[src/design/rpct_pkg.sv]
// Package for the M/S CSR and trap unit: payload structs, mode values, masks, codes.
// No dependencies.
package rpct_pkg;

  typedef enum logic [3:0] {
    FN_TICK   = 4'd0,
    FN_READ   = 4'd1,
    FN_WRITE  = 4'd2,
    FN_SET    = 4'd3,
    FN_CLEAR  = 4'd4,
    FN_EXC    = 4'd5,
    FN_ECALL  = 4'd6,
    FN_EBREAK = 4'd7,
    FN_MRET   = 4'd8,
    FN_SRET   = 4'd9
  } func_t;

  localparam logic [1:0] MODE_U = 2'd0;
  localparam logic [1:0] MODE_S = 2'd1;
  localparam logic [1:0] MODE_M = 2'd3;

  localparam logic [0:0] CFG_HART_ID  = 1'd0;
  localparam logic [0:0] CFG_ISA_WORD = 1'd1;

  localparam logic [63:0] MST_WMASK = 64'h0000_0000_007E_19AA;
  localparam logic [63:0] SST_RMASK = 64'h8000_0003_000D_E762;
  localparam logic [63:0] SST_WMASK = 64'h0000_0000_000C_0122;
  localparam logic [11:0] M_INT_MASK = 12'hAAA;
  localparam logic [11:0] S_INT_MASK = 12'h222;
  localparam logic [15:0] S_EXC_MASK = 16'hB3FF;

  typedef struct packed {
    logic [3:0]  func;
    logic [11:0] csr_address;
    logic [63:0] write_data;
    logic [5:0]  exception_cause;
    logic [63:0] trap_value;
    logic [63:0] current_pc;
    logic [3:0]  irq_lines;
    logic [63:0] retired_count;
  } in_item_t;

  typedef struct packed {
    logic [63:0] read_data;
    logic        ok;
    logic        redirect;
    logic [63:0] redirect_pc;
    logic [1:0]  priv_mode;
  } out_item_t;

  // classified operation handed from front to back
  typedef struct packed {
    logic        is_tick;
    logic        is_csr;
    logic        is_write;
    logic        is_set;
    logic        is_clear;
    logic        is_trap;
    logic        is_ecall;
    logic        is_mret;
    logic        is_sret;
    logic [5:0]  cause;
    logic [11:0] addr;
    logic [63:0] wdata;
    logic [63:0] tval;
    logic [63:0] pc;
    logic [3:0]  irq;
    logic [63:0] retired;
  } op_t;

  // highest priority interrupt: MEI, MSI, MTI, SEI, SSI, STI
  function automatic logic [3:0] int_priority(input logic [11:0] b);
    logic [3:0] r;
    r = 4'd0;
    if (b[11])     r = 4'd11;
    else if (b[3]) r = 4'd3;
    else if (b[7]) r = 4'd7;
    else if (b[9]) r = 4'd9;
    else if (b[1]) r = 4'd1;
    else if (b[5]) r = 4'd5;
    return r;
  endfunction

  function automatic logic [63:0] legal_tvec(input logic [63:0] v);
    return v[1] ? {v[63:2], 2'b00} : v;
  endfunction

endpackage

[src/design/rpct_in_if.sv]
// Valid/ready request channel interface for the CSR and trap unit.
// Depends on rpct_pkg.
interface rpct_in_if;
  logic               valid;
  logic               ready;
  rpct_pkg::in_item_t data;
  modport source (output valid, output data, input ready);
  modport sink (input valid, input data, output ready);
endinterface

[src/design/rpct_out_if.sv]
// Result channel interface for the CSR and trap unit.
// Depends on rpct_pkg.
interface rpct_out_if;
  logic                valid;
  logic                ready;
  rpct_pkg::out_item_t data;
  modport source (output valid, output data, input ready);
  modport sink (input valid, input data, output ready);
endinterface

[src/design/rpct_front.sv]
// Front end: accepts requests, decodes func into an operation record,
// and queues them in a two-entry FIFO. Depends on rpct_pkg.
module rpct_front (
  input  logic                clk,
  input  logic                rst_n,
  input  logic                in_valid,
  output logic                in_ready,
  input  rpct_pkg::in_item_t  in_data,
  output logic                q_valid,
  input  logic                q_pop,
  output rpct_pkg::op_t       q_op,
  output logic                q_bad
);
  rpct_pkg::op_t op_c;
  logic          bad_c;
  rpct_pkg::op_t ent_r [2];
  logic          bad_r [2];
  logic          rd_r, rd_nxt, wr_r, wr_nxt;
  logic [1:0]    cnt_r, cnt_nxt;
  logic          push;

  always_comb begin
    op_c = '0;
    bad_c = 1'b0;
    op_c.addr    = in_data.csr_address;
    op_c.wdata   = in_data.write_data;
    op_c.tval    = in_data.trap_value;
    op_c.pc      = in_data.current_pc;
    op_c.irq     = in_data.irq_lines;
    op_c.retired = in_data.retired_count;
    op_c.cause   = in_data.exception_cause;
    case (in_data.func)
      rpct_pkg::FN_TICK:   op_c.is_tick = 1'b1;
      rpct_pkg::FN_READ:   op_c.is_csr = 1'b1;
      rpct_pkg::FN_WRITE:  begin op_c.is_csr = 1'b1; op_c.is_write = 1'b1; end
      rpct_pkg::FN_SET:    begin op_c.is_csr = 1'b1; op_c.is_set = 1'b1; end
      rpct_pkg::FN_CLEAR:  begin op_c.is_csr = 1'b1; op_c.is_clear = 1'b1; end
      rpct_pkg::FN_EXC:    op_c.is_trap = 1'b1;
      rpct_pkg::FN_ECALL:  begin op_c.is_trap = 1'b1; op_c.is_ecall = 1'b1; end
      rpct_pkg::FN_EBREAK: begin
        op_c.is_trap = 1'b1;
        op_c.cause = 6'd3;
        op_c.tval = '0;
      end
      rpct_pkg::FN_MRET:   op_c.is_mret = 1'b1;
      rpct_pkg::FN_SRET:   op_c.is_sret = 1'b1;
      default:             bad_c = 1'b1;
    endcase
    if (op_c.is_ecall) op_c.tval = '0;
  end

  assign in_ready = (cnt_r != 2'd2);
  assign push     = in_valid && in_ready;
  assign q_valid  = (cnt_r != 2'd0);
  assign q_op     = ent_r[rd_r];
  assign q_bad    = bad_r[rd_r];

  always_comb begin
    rd_nxt  = rd_r ^ (q_pop && q_valid);
    wr_nxt  = wr_r ^ push;
    cnt_nxt = cnt_r + {1'b0, push} - {1'b0, q_pop && q_valid};
  end

  always_ff @(posedge clk) begin
    if (!rst_n) begin
      rd_r  <= 1'b0;
      wr_r  <= 1'b0;
      cnt_r <= 2'd0;
    end else begin
      rd_r  <= rd_nxt;
      wr_r  <= wr_nxt;
      cnt_r <= cnt_nxt;
    end
    if (push) begin
      ent_r[wr_r] <= op_c;
      bad_r[wr_r] <= bad_c;
    end
  end
endmodule

[src/design/rpct_back.sv]
// Back end: the CSR state, legality checks, trap entry and xret, with an
// output register. Depends on rpct_pkg.
module rpct_back (
  input  logic                clk,
  input  logic                rst_n,
  input  logic                cfg_we,
  input  logic [0:0]          cfg_idx,
  input  logic [62:0]         cfg_wdata,
  input  logic                q_valid,
  output logic                q_pop,
  input  rpct_pkg::op_t       q_op,
  input  logic                q_bad,
  output logic                out_valid,
  input  logic                out_ready,
  output rpct_pkg::out_item_t out_data
);
  logic [7:0]  hart_r;
  logic [62:0] isa_r;
  logic [63:0] mst_r, mst_nxt;
  logic [11:0] mie_r, mie_nxt, mip_r, mip_nxt, mid_r, mid_nxt;
  logic [15:0] med_r, med_nxt;
  logic [63:0] mtvec_r, mtvec_nxt, stvec_r, stvec_nxt, msc_r, msc_nxt, ssc_r, ssc_nxt;
  logic [63:0] mepc_r, mepc_nxt, sepc_r, sepc_nxt, mcause_r, mcause_nxt;
  logic [63:0] scause_r, scause_nxt, mtval_r, mtval_nxt, stval_r, stval_nxt;
  logic [2:0]  mcen_r, mcen_nxt, scen_r, scen_nxt;
  logic [63:0] satp_r, satp_nxt, cyc_r, cyc_nxt;
  logic [1:0]  mnow_r, mnow_nxt, mnext_r, mnext_nxt;
  logic        ov_r;
  rpct_pkg::out_item_t od_r, res;

  logic [1:0]  mode_c;
  logic [63:0] old, wv, tvec;
  logic        rd_ok, wr_ok, acc_ok, take, intr, to_s;
  logic [5:0]  tcause;
  logic [11:0] pend, pe, mc, sc;
  logic [63:0] sv;
  logic        fire;

  assign fire      = q_valid && (!ov_r || out_ready);
  assign q_pop     = fire;
  assign out_valid = ov_r;
  assign out_data  = od_r;

  always_comb begin
    rd_ok = 1'b1;
    old = '0;
    case (q_op.addr)
      12'hF11, 12'hF12, 12'hF13, 12'hF15, 12'h7A1: old = '0;
      12'hF14: old = {56'd0, hart_r};
      12'h300: old = mst_r;
      12'h301: old = {1'b0, isa_r};
      12'h302: old = {48'd0, med_r};
      12'h303: old = {52'd0, mid_r};
      12'h304: old = {52'd0, mie_r};
      12'h305: old = mtvec_r;
      12'h306: old = {61'd0, mcen_r};
      12'h340: old = msc_r;
      12'h341: old = mepc_r;
      12'h342: old = mcause_r;
      12'h343: old = mtval_r;
      12'h344: old = {52'd0, mip_r};
      12'hB00, 12'hC01: old = cyc_r;
      12'hB02: old = q_op.retired;
      12'h100: old = mst_r & rpct_pkg::SST_RMASK;
      12'h104: old = {52'd0, mie_r & rpct_pkg::S_INT_MASK};
      12'h105: old = stvec_r;
      12'h106: old = {61'd0, scen_r};
      12'h140: old = ssc_r;
      12'h141: old = sepc_r;
      12'h142: old = scause_r;
      12'h143: old = stval_r;
      12'h144: old = {52'd0, mip_r & rpct_pkg::S_INT_MASK};
      12'h180: begin
        old = satp_r;
        if (mnow_r == rpct_pkg::MODE_S && mst_r[20]) rd_ok = 1'b0;
      end
      12'hC00: begin
        old = cyc_r;
        if (mnow_r != rpct_pkg::MODE_M && !mcen_r[0]) rd_ok = 1'b0;
        if (mnow_r == rpct_pkg::MODE_U && !scen_r[0]) rd_ok = 1'b0;
      end
      12'h7A0: old = 64'd1;
      default: rd_ok = 1'b0;
    endcase
  end

  always_comb begin
    mst_nxt = mst_r; mie_nxt = mie_r; mip_nxt = mip_r; mid_nxt = mid_r; med_nxt = med_r;
    mtvec_nxt = mtvec_r; stvec_nxt = stvec_r; msc_nxt = msc_r; ssc_nxt = ssc_r;
    mepc_nxt = mepc_r; sepc_nxt = sepc_r; mcause_nxt = mcause_r; scause_nxt = scause_r;
    mtval_nxt = mtval_r; stval_nxt = stval_r; mcen_nxt = mcen_r; scen_nxt = scen_r;
    satp_nxt = satp_r; cyc_nxt = cyc_r; mnow_nxt = mnow_r; mnext_nxt = mnext_r;
    res = '0;
    res.ok = 1'b1;
    mode_c = mnow_r;
    pend = mip_r;
    take = 1'b0; intr = 1'b0; tcause = q_op.cause;
    wr_ok = 1'b1; acc_ok = 1'b1;
    wv = q_op.wdata; sv = '0; to_s = 1'b0; tvec = '0;
    pe = '0; mc = '0; sc = '0;
    if (q_bad) begin
      res.ok = 1'b0;
    end else if (q_op.is_tick) begin
      cyc_nxt = cyc_r + 64'd1;
      pend = {q_op.irq[0], mip_r[10], q_op.irq[3], mip_r[8], q_op.irq[2], mip_r[6:4],
              q_op.irq[1], mip_r[2:0]};
      mip_nxt = pend;
      mode_c = mnext_r;
      mnow_nxt = mnext_r;
      pe = pend & mie_r;
      mc = pe & ~mid_r;
      sc = pe & mid_r;
      if (mc != '0 && (mode_c != rpct_pkg::MODE_M || mst_r[3])) begin
        take = 1'b1; intr = 1'b1; tcause = {2'b00, rpct_pkg::int_priority(mc)};
      end else if (sc != '0 && (mode_c == rpct_pkg::MODE_U ||
                                (mode_c == rpct_pkg::MODE_S && mst_r[1]))) begin
        take = 1'b1; intr = 1'b1; tcause = {2'b00, rpct_pkg::int_priority(sc)};
      end
    end else if (q_op.is_trap) begin
      take = 1'b1;
      if (q_op.is_ecall) tcause = 6'd8 + {4'd0, mnow_r};
    end else if (q_op.is_csr) begin
      if (q_op.addr[9:8] > mnow_r ||
          ((q_op.is_write || q_op.is_set || q_op.is_clear) && q_op.addr[11:10] == 2'b11))
        acc_ok = 1'b0;
      else if (!q_op.is_write && !rd_ok)
        acc_ok = 1'b0;
      if (q_op.is_set)   wv = old | q_op.wdata;
      if (q_op.is_clear) wv = old & ~q_op.wdata;
      if (acc_ok && (q_op.is_write || q_op.is_set || q_op.is_clear)) begin
        case (q_op.addr)
          12'h300: begin
            sv = (mst_r & ~rpct_pkg::MST_WMASK) | (wv & rpct_pkg::MST_WMASK);
            if (sv[12:11] == 2'b10) sv[12:11] = 2'b00;
            mst_nxt = sv;
          end
          12'h301, 12'h7A0, 12'h7A1, 12'hC01: ;
          12'h302: med_nxt = wv[15:0] & rpct_pkg::S_EXC_MASK;
          12'h303: mid_nxt = wv[11:0] & rpct_pkg::S_INT_MASK;
          12'h304: mie_nxt = wv[11:0] & rpct_pkg::M_INT_MASK;
          12'h305: mtvec_nxt = rpct_pkg::legal_tvec(wv);
          12'h306: mcen_nxt = wv[2:0];
          12'h340: msc_nxt = wv;
          12'h341: mepc_nxt = wv;
          12'h342: mcause_nxt = wv;
          12'h343: mtval_nxt = wv;
          12'h344: mip_nxt = wv[11:0] & rpct_pkg::M_INT_MASK;
          12'hB00: cyc_nxt = wv;
          12'h100: mst_nxt = (mst_r & ~rpct_pkg::SST_WMASK) | (wv & rpct_pkg::SST_WMASK);
          12'h104: mie_nxt = (mie_r & ~rpct_pkg::S_INT_MASK) | (wv[11:0] & rpct_pkg::S_INT_MASK);
          12'h105: stvec_nxt = rpct_pkg::legal_tvec(wv);
          12'h106: scen_nxt = wv[2:0];
          12'h140: ssc_nxt = wv;
          12'h141: sepc_nxt = wv;
          12'h142: scause_nxt = wv;
          12'h143: stval_nxt = wv;
          12'h144: mip_nxt = (mip_r & ~rpct_pkg::S_INT_MASK) | (wv[11:0] & rpct_pkg::S_INT_MASK);
          12'h180: begin
            if (mnow_r == rpct_pkg::MODE_S && mst_r[20]) wr_ok = 1'b0;
            else if (wv[63:60] != 4'd0 && wv[63:60] != 4'd8) satp_nxt = {4'd0, wv[59:0]};
            else satp_nxt = wv;
          end
          default: wr_ok = 1'b0;
        endcase
      end
      res.ok = acc_ok && wr_ok;
      if (res.ok && !q_op.is_write) res.read_data = old;
    end else if (q_op.is_mret) begin
      if (mnow_r != rpct_pkg::MODE_M) begin
        res.ok = 1'b0;
      end else begin
        sv = mst_r;
        sv[3] = mst_r[7];
        sv[7] = 1'b1;
        sv[12:11] = 2'b00;
        if (mst_r[12:11] != rpct_pkg::MODE_M) sv[17] = 1'b0;
        mst_nxt = sv;
        mnext_nxt = mst_r[12:11];
        res.redirect = 1'b1;
        res.redirect_pc = mepc_r;
      end
    end else if (q_op.is_sret) begin
      if (mnow_r == rpct_pkg::MODE_U || (mnow_r == rpct_pkg::MODE_S && mst_r[22])) begin
        res.ok = 1'b0;
      end else begin
        sv = mst_r;
        sv[1] = mst_r[5];
        sv[5] = 1'b1;
        sv[8] = 1'b0;
        sv[17] = 1'b0;
        mst_nxt = sv;
        mnext_nxt = {1'b0, mst_r[8]};
        res.redirect = 1'b1;
        res.redirect_pc = sepc_r;
      end
    end

    if (take) begin
      if (mode_c != rpct_pkg::MODE_M) begin
        if (intr) to_s = (tcause < 6'd12) && mid_r[tcause[3:0]];
        else      to_s = (tcause < 6'd16) && med_r[tcause[3:0]];
      end
      sv = mst_r;
      if (to_s) begin
        stval_nxt = intr ? 64'd0 : q_op.tval;
        scause_nxt = {intr, 57'd0, tcause};
        sepc_nxt = q_op.pc;
        sv[5] = mst_r[1];
        sv[1] = 1'b0;
        sv[8] = mode_c[0];
        tvec = stvec_r;
        mnext_nxt = rpct_pkg::MODE_S;
      end else begin
        mtval_nxt = intr ? 64'd0 : q_op.tval;
        mcause_nxt = {intr, 57'd0, tcause};
        mepc_nxt = q_op.pc;
        sv[7] = mst_r[3];
        sv[3] = 1'b0;
        sv[12:11] = mode_c;
        tvec = mtvec_r;
        mnext_nxt = rpct_pkg::MODE_M;
      end
      mst_nxt = sv;
      res.redirect = 1'b1;
      res.redirect_pc = {tvec[63:2], 2'b00} +
                        ((intr && tvec[1:0] == 2'b01) ? {56'd0, tcause, 2'b00} : 64'd0);
    end
    res.priv_mode = mnext_nxt;
  end

  always_ff @(posedge clk) begin
    if (!rst_n) begin
      hart_r <= '0; isa_r <= '0; mst_r <= '0; mie_r <= '0; mip_r <= '0; mid_r <= '0;
      med_r <= '0; mtvec_r <= '0; stvec_r <= '0; msc_r <= '0; ssc_r <= '0;
      mepc_r <= '0; sepc_r <= '0; mcause_r <= '0; scause_r <= '0; mtval_r <= '0;
      stval_r <= '0; mcen_r <= '0; scen_r <= '0; satp_r <= '0; cyc_r <= '0;
      mnow_r <= rpct_pkg::MODE_M; mnext_r <= rpct_pkg::MODE_M;
      ov_r <= 1'b0;
    end else begin
      if (cfg_we) begin
        if (cfg_idx == rpct_pkg::CFG_HART_ID) hart_r <= cfg_wdata[7:0];
        else isa_r <= cfg_wdata;
      end
      if (fire) begin
        mst_r <= mst_nxt; mie_r <= mie_nxt; mip_r <= mip_nxt; mid_r <= mid_nxt;
        med_r <= med_nxt; mtvec_r <= mtvec_nxt; stvec_r <= stvec_nxt; msc_r <= msc_nxt;
        ssc_r <= ssc_nxt; mepc_r <= mepc_nxt; sepc_r <= sepc_nxt; mcause_r <= mcause_nxt;
        scause_r <= scause_nxt; mtval_r <= mtval_nxt; stval_r <= stval_nxt;
        mcen_r <= mcen_nxt; scen_r <= scen_nxt; satp_r <= satp_nxt; cyc_r <= cyc_nxt;
        mnow_r <= mnow_nxt; mnext_r <= mnext_nxt;
        ov_r <= 1'b1;
      end else if (out_ready) begin
        ov_r <= 1'b0;
      end
    end
    if (fire) od_r <= res;
  end
endmodule

[src/design/riscv_privilege_csr_trap_unit.sv]
// Top level of the RV64 M/S CSR file and trap unit.
// Depends on rpct_pkg, rpct_in_if, rpct_out_if, rpct_front, rpct_back.

// One request per cycle sustained while out_ready is held; a request is registered
// in the two-entry front queue, then passes through the CSR/trap logic into the
// output register. Each request is one operation on the CSR state; config
// writes (hart id, misa) take effect at once and should be done while idle.
module riscv_privilege_csr_trap_unit (
  input  logic             clk,
  input  logic             rst_n,
  input  logic             cfg_we,
  input  logic [0:0]       cfg_idx,
  input  logic [62:0]      cfg_wdata,
  rpct_in_if.sink          in_ch,
  rpct_out_if.source       out_ch
);
  logic          q_valid, q_pop, q_bad;
  rpct_pkg::op_t q_op;

  rpct_front u_front (
    .clk(clk), .rst_n(rst_n),
    .in_valid(in_ch.valid), .in_ready(in_ch.ready), .in_data(in_ch.data),
    .q_valid(q_valid), .q_pop(q_pop), .q_op(q_op), .q_bad(q_bad)
  );

  rpct_back u_back (
    .clk(clk), .rst_n(rst_n),
    .cfg_we(cfg_we), .cfg_idx(cfg_idx), .cfg_wdata(cfg_wdata),
    .q_valid(q_valid), .q_pop(q_pop), .q_op(q_op), .q_bad(q_bad),
    .out_valid(out_ch.valid), .out_ready(out_ch.ready), .out_data(out_ch.data)
  );

  a_mode_legal: assert property (@(posedge clk) disable iff (!rst_n)
    out_ch.valid |-> (out_ch.data.priv_mode != 2'd2)) else $error("reserved mode");
  a_noredir_pc: assert property (@(posedge clk) disable iff (!rst_n)
    (out_ch.valid && !out_ch.data.redirect) |-> (out_ch.data.redirect_pc == 64'd0))
    else $error("stray redirect pc");
  a_pop_valid: assert property (@(posedge clk) disable iff (!rst_n)
    q_pop |=> out_ch.valid) else $error("result lost");
endmodule
[src/flat_wrapper.sv]
// flat-port wrapper written by rule: the top's interface ports become plain ports
module riscv_privilege_csr_trap_unit_flat 
  (clk, rst_n, cfg_we, cfg_idx, cfg_wdata, in_ch_valid, in_ch_data, in_ch_ready, out_ch_valid, out_ch_data, out_ch_ready);
  rpct_in_if in_ch_i ();
  rpct_out_if out_ch_i ();
  input  logic clk;
  input  logic rst_n;
  input  logic cfg_we;
  input  logic [0:0] cfg_idx;
  input  logic [62:0] cfg_wdata;
  input wire logic [$bits(in_ch_i.valid)-1:0] in_ch_valid;
  input wire logic [$bits(in_ch_i.data)-1:0] in_ch_data;
  output wire logic [$bits(in_ch_i.ready)-1:0] in_ch_ready;
  output wire logic [$bits(out_ch_i.valid)-1:0] out_ch_valid;
  output wire logic [$bits(out_ch_i.data)-1:0] out_ch_data;
  input wire logic [$bits(out_ch_i.ready)-1:0] out_ch_ready;
  assign in_ch_i.valid = in_ch_valid;
  assign in_ch_i.data = in_ch_data;
  assign in_ch_ready = in_ch_i.ready;
  assign out_ch_valid = out_ch_i.valid;
  assign out_ch_data = out_ch_i.data;
  assign out_ch_i.ready = out_ch_ready;
  riscv_privilege_csr_trap_unit u_core (.clk(clk), .rst_n(rst_n), .cfg_we(cfg_we), .cfg_idx(cfg_idx), .cfg_wdata(cfg_wdata), .in_ch(in_ch_i), .out_ch(out_ch_i));
endmodule
[config.mk]
export PLATFORM = sky130hd
export DESIGN_NAME = riscv_privilege_csr_trap_unit_flat
export DESIGN_NICKNAME = d
export VERILOG_FILES = /design/src/design/rpct_pkg.sv /design/src/design/rpct_in_if.sv /design/src/design/rpct_out_if.sv /design/src/design/rpct_front.sv /design/src/design/rpct_back.sv /design/src/design/riscv_privilege_csr_trap_unit.sv /design/src/flat_wrapper.sv
export SDC_FILE = /design/constraint.sdc
export NUM_CORES = 2
export LEC_CHECK = 0
export BUFFER_PORTS_ARGS = -buffer_cell sky130_fd_sc_hd__buf_2
export CAP_MARGIN = 20
export CORE_ASPECT_RATIO = 1.5
export CORE_MARGIN = 2
export CORE_UTILIZATION = 35
export CTS_BUF_LIST = sky130_fd_sc_hd__clkbuf_2
export DETAILED_ROUTE_END_ITERATION = 16
export SYNTH_ARGS = -nofsm -noshare
export SYNTH_HDL_FRONTEND = slang
export SYNTH_SLANG_ARGS = --single-unit
[constraint.sdc]
create_clock -name clk -period 9.15 [get_ports clk]
set_input_delay 0.915 -clock clk [delete_from_list [all_inputs] [get_ports clk]]
set_output_delay 0.915 -clock clk [all_outputs]
set_load 0.01 [all_outputs]
* Word-level counts from Yosys, hierarchy flattened
Memories as Yosys holds them, arrays and structs flattened. A register that Yosys moved wholly into a read port is not among the register bits.
Cells that the tools add are included.
** Word-level totals
- Register bits after elaboration :: 1090
- Logic and storage cells :: 394
- Output and inout port bits :: 134
- Memories kept :: 2
- RAM bits :: 576
- Bits of input ports :: 351
** Operators by class
- Eq/ne operators :: 69
- Order comparisons :: 4
- Reductions and logical operators :: 75
- Mux-type cells :: 182
- Add/sub/neg operators :: 5
- Bitwise gates (word level) :: 21
** Memory list
- u_core.u_front.ent_r :: words 2, width 287, read ports 1, clocked after memory_dff 1, write ports 1, line rpct_front.sv:16 : rpct_pkg::op_t ent_r [2];
- u_core.u_front.bad_r :: words 2, width 1, read ports 1, clocked after memory_dff 1, write ports 1, line rpct_front.sv:17 : logic bad_r [2];
** Operator list (count)
- two-way mux 64 bit :: 69
- one-hot mux 64 bit (26 select lines) :: 1
- two-way mux 66 bit :: 4
- two-way mux 65 bit :: 4
- equality test 12 x 10 -> 1 bit, second input constant :: 12
- one-hot mux 64 bit (2 select lines) :: 1
- equality test 12 x 9 -> 1 bit, second input constant :: 10
- equality test 12 bit, second input constant :: 9
- AND reduction 7 bit :: 10
- adder 64 x 1 -> 64 bit, second input constant :: 1
- adder 64 x 8 -> 64 bit :: 1
- bitwise AND 64 bit :: 1
- NOT 64 bit :: 1
- bitwise OR 64 x 20 -> 64 bit :: 1
- bitwise OR 64 x 23 -> 64 bit :: 1
- bitwise OR 64 bit :: 1
- two-way mux 18 bit :: 3
- two-way mux 1 bit :: 52
- two-way mux 13 bit :: 4
- two-way mux 12 bit :: 4
- one-hot mux 12 bit (2 select lines) :: 2
- two-way mux 6 bit :: 7
- two-way mux 4 bit :: 8
- OR reduction 31 bit :: 1
- other kinds (52) :: 148

* Logic depth before layout (Yosys ltp)
- Word-level depth :: 25
- Mapped depth :: 32
- Depth with buffers taken out :: 23

* Hierarchy
Synthesis repeated with hierarchy kept, for this count alone.
** Second synthesis, totals
- Cell total of the unflattened synthesis :: 7290
- Area, all modules :: 73792.0 um2
** Modules (own cells, without submodules)
- rpct_back :: times used 1, seq. area each 21760.9 um2, area each 51271.7 um2, cells an instance 6268
- rpct_front :: times used 1, seq. area each 17396.7 um2, area each 22520.3 um2, cells an instance 1022

* Worst setup path before layout
No wires, ideal clock.
- Kind :: input to register
- Start point :: input in_ch_valid
- End point :: memory u_core.u_front.bad_r[1] (enable)
- Slack :: 806 ps
- Data arrival time :: 7656 ps
- Data required time :: 8462 ps
- Stages :: 3
- Setup time :: 688 ps
- Buffers on the path :: 0
- Cells stage by stage :: nand2_1 > inv_1 > ha_1
** Between the ends
- Longest elaborated chain between the ends :: 3
** Ends and longest elaborated chain
- from (decl) :: line flat_wrapper.sv:11 : input wire logic [$bits(in_ch_i.valid)-1:0] in_ch_valid;
- logical AND 1 bit :: line rpct_front.sv:53 : assign push = in_valid && in_ready;
- two-way mux 1 bit :: line rpct_front.sv:74 : if (push) begin
- two-way mux 1 bit (not written as such) :: line rpct_front.sv:76 : bad_r[wr_r] <= bad_c;
- to (decl) :: line rpct_front.sv:17
No other way between the ends.

==> out/qor.yml <==
status:
  status: "finished, violations left"
  violations: "max-slew violations"
synthesis:
  netlist.area_leader.share_pct: 30.1
  seq_area_frac_synth_pct: 55.5
  synth.most_common_cell: "dfxtp_1"
  yosys-top-cells-area: "edfxtp_1 (30%), dfxtp_1 (25%), nor2_1 (4.7%)"
  ys.flop_type: "dfxtp_1"
  synth_seq_cells: 1602
  netlist_instances: 6865
  synth_commonest_cells: "dfxtp_1 (894), nor2_1 (887), edfxtp_1 (708), nand2_1 (445), a21oi_1 (417)"
  syn_area_per_cell_um2: 10.3
  yosys_warnings: 0
  syn_area_um2: 70600
  synth-async-reset-ratio_pct: 0
  yosysTopAreaCell: "edfxtp_1"
  synthDistinctLibCells: 97
  synth_edf_count: 708
grt:
  grt_use_total_pct: 33.9
  grt_pass1_wl_mm: 494
  grt_pass1_vias: 65200
  antenna_found_initial: 40
  grt_overflow_total: 0
  grt_max_degree: 195
cells_and_area:
  postLayoutCoreUtil_pct: 43.0
  final_area_um2: 86100
  n_fill_cell: 19600
  drive_gt1_share_pct: 18.6
  area_growth_pct: 21.9
  layout.nets: 8368
die:
  rows: 201
  die_x_um: 371
  io_pins: 485
  start_util_pct: 35.3
  core-area_um2: 200000
  die_h_um: 554
  dieArea_um2: 205000
critical_path:
  endpoint_kind: "flip-flop"
  critPathKind: "reg2reg"
  cp_max_fo: 52
  reg2reg_depth: 23
  worst_ep_required_time_ps: 10480
  crit_path_start_kind: "flip-flop"
  cp.arrival_ps: 9190
placed_design:
  dpl.hpwl_mm: 242
  io_buffers: 484
  dpl_cell_area_um2: 75800
  gp_congestion: 1.01
sta:
  fin_tns_setup_ps: 0
  slew_viol_final: 1
  setup_viol: 0
  period_needed_ps: 7870
  rsz0062_at_grt: "false"
  hold_viol: 0
  tightest_slew_ps: 1680
  slew_headroom_pct: -11.9
  fin_crit_sh_pct: 86.0
  fin_skew_ps: 283
  max_freq_mhz: 127
clock_tree:
  clockBufferDepth: 4
  clkSinkCount: 1602
  numCtsBuffers: 393
  clock_tree.root_cell: "clkbuf_2"
  cts_tree: "done"
  ctsHtreeMaxLevel: 5
  clk_pin_slew_worst_paths_ps: 100
  clock_latency_ps: 1810
  ctsResizeCount: 0
detailed_routing:
  dr_total_vias: 67100
  via_per_inst: 6.13
  wirelength_mm: 360
  drtIter0Drc: 9337
  ant_nets: 0
  routedWlPerCell_um: 32.8
  dr.pass1.iters: 10
  drt_drc_violations_left: 0
power:
  p_total_mw: 20.0
  vdd_drop_max_mv: 0.319
  power_density_nw_per_um2: 232
  p_leak_nw: 30.8
run:
  drv_cap: 0
hold_path:
  min_path_type: "in2reg"
  hold_depth: 3
[where the power goes]
| group | total, mW | leakage, nW | switching (mW) | internal (mW) |
|---|---|---|---|---|
| combinational | 6.09 | 14.1 | 4.44 | 1.65 |
| sequential | 8.79 | 13.9 | 0.461 | 8.33 |
| clock | 5.07 | 2.74 | 3.14 | 1.93 |
[sequential cells by signal (all words and copies together), names as in the netlist, 8 cells and up, named ones only]
register                cells
u_core.u_back.cyc_r        64
u_core.u_back.hart_r        8
u_core.u_back.isa_r        63
u_core.u_back.mcause_r     64
u_core.u_back.med_r        13
u_core.u_back.mepc_r       64
u_core.u_back.msc_r        64
u_core.u_back.mst_r        13
u_core.u_back.mtval_r      64
u_core.u_back.mtvec_r      63
u_core.u_back.out_data    132
u_core.u_back.satp_r       64
u_core.u_back.scause_r     64
u_core.u_back.sepc_r       64
u_core.u_back.ssc_r        64
u_core.u_back.stval_r      64
u_core.u_back.stvec_r      63
u_core.u_front.ent_r      574
[path summary, 6_finish.rpt]
check,from,endpoint,slack [ps]
setup / recovery,flip-flop,u_core.u_back.out_data[56]$_DFFE_PP_,1280
setup reg to reg,flip-flop,u_core.u_back.out_data[56]$_DFFE_PP_,1280
hold reg to reg,u_core.u_back.mcause_r[12]$_SDFFE_PN0P_,u_core.u_back.mcause_r[12]$_SDFFE_PN0P_,460
hold / removal,in_ch_data[147],u_core.u_front.ent_r[1][147]$_DFFE_PP_,110
[layout make-up]
type	count	area, µm²	area share, %
flip-flops and latches	1602	39200	45.5
multi-input cells	4618	29200	33.9
repair buffers	1331	10600	12.3
well taps	2639	3300	3.84
clock buffers	583	2920	3.39
clock inverters	108	682	0.792
inverters	57	229	0.266
diodes	14	35.0	0.0407
[per-layer routing]
| layer | global-route usage (%) | vias to the layer above | part of all wire (%) |
|---|---|---|---|
| met5 | 0 | - | 0.048 |
| met4 | 34.6 | 24 | 12 |
| met3 | 8.47 | 1426 | 8.8 |
| met2 | 54.1 | 4440 | 46 |
| met1 | 35.4 | 32600 | 33 |
| li1 | - | 28600 | - |
[logic make-up after synthesis]
family	after synthesis	synth area share [%]
compound gates	2202	21.4
xor+xnor	73	0.906
fa+ha+maj	14	0.259
buf+inv	646	3.78
flops	1602	55.5
mux	401	5.88
other cells	1	0.00531
simple gates	1926	12.3
[placed cells by master, fill, tap and decap left out, types with 18 or more instances in the layout]
| master | count |
|---|---|
| nand3_1 | 121 |
| nor2_1 | 883 |
| clkinv_1 | 73 |
| a21oi_1 | 416 |
| nand4_1 | 62 |
| a221oi_1 | 55 |
| nand2_1 | 439 |
| dfxtp_1 | 893 |
| inv_1 | 55 |
| buf_4 | 181 |
| nor3_1 | 69 |
| xor2_1 | 26 |
| xnor2_1 | 47 |
| o21ai_0 | 297 |
| a21o_1 | 21 |
| a22oi_1 | 365 |
| a31o_2 | 18 |
| and2_1 | 145 |
| a22o_1 | 50 |
| a31oi_1 | 37 |
| a211oi_1 | 341 |
| mux2_2 | 102 |
| mux2i_1 | 293 |
| edfxtp_1 | 708 |
| dlygate4sd3_1 | 644 |
| clkbuf_2 | 583 |
| and3_1 | 49 |
| buf_2 | 486 |
| o22ai_1 | 275 |
| a222oi_1 | 163 |
[critical path, stage by stage, from the launching register on]
cell,delay (ps)
dfxtp_4,630
mux2_2,440
a211o_1,260
a2111oi_0,730
o311a_1,300
o21ai_0,310
a21o_1,270
nand3_1,490
a2bb2oi_4,260
buf_4,720
mux2_2,310
ha_1,150
inv_1,60
o21bai_1,140
a21oi_1,90
buf_4,180
nor2_1,480
nand3_1,140
nor2_1,240
nand4_1,130
mux2i_1,570
o211ai_1,230
xnor2_1,210
o21ai_0,90
[stage by stage]
stage | cells | hold slack (ps) | worst slack [ps]
after global routing | 10900 | 42.5 | 970
after global placement | 9585 | 438 | 1580
after CTS | 10900 | 0.0138 | 1460
final | 11000 | 112 | 1280
after detailed placement | 9585 | 444 | 1600
after floorplan | 6866 | 431 | 806
[repair_timing]
item                                   CTS  global route
endpoints found under the hold margin  742             0
buffers inserted                         0             0
hold buffers                           644             0
No activity file was read; power rests on OpenSTA's default activity.
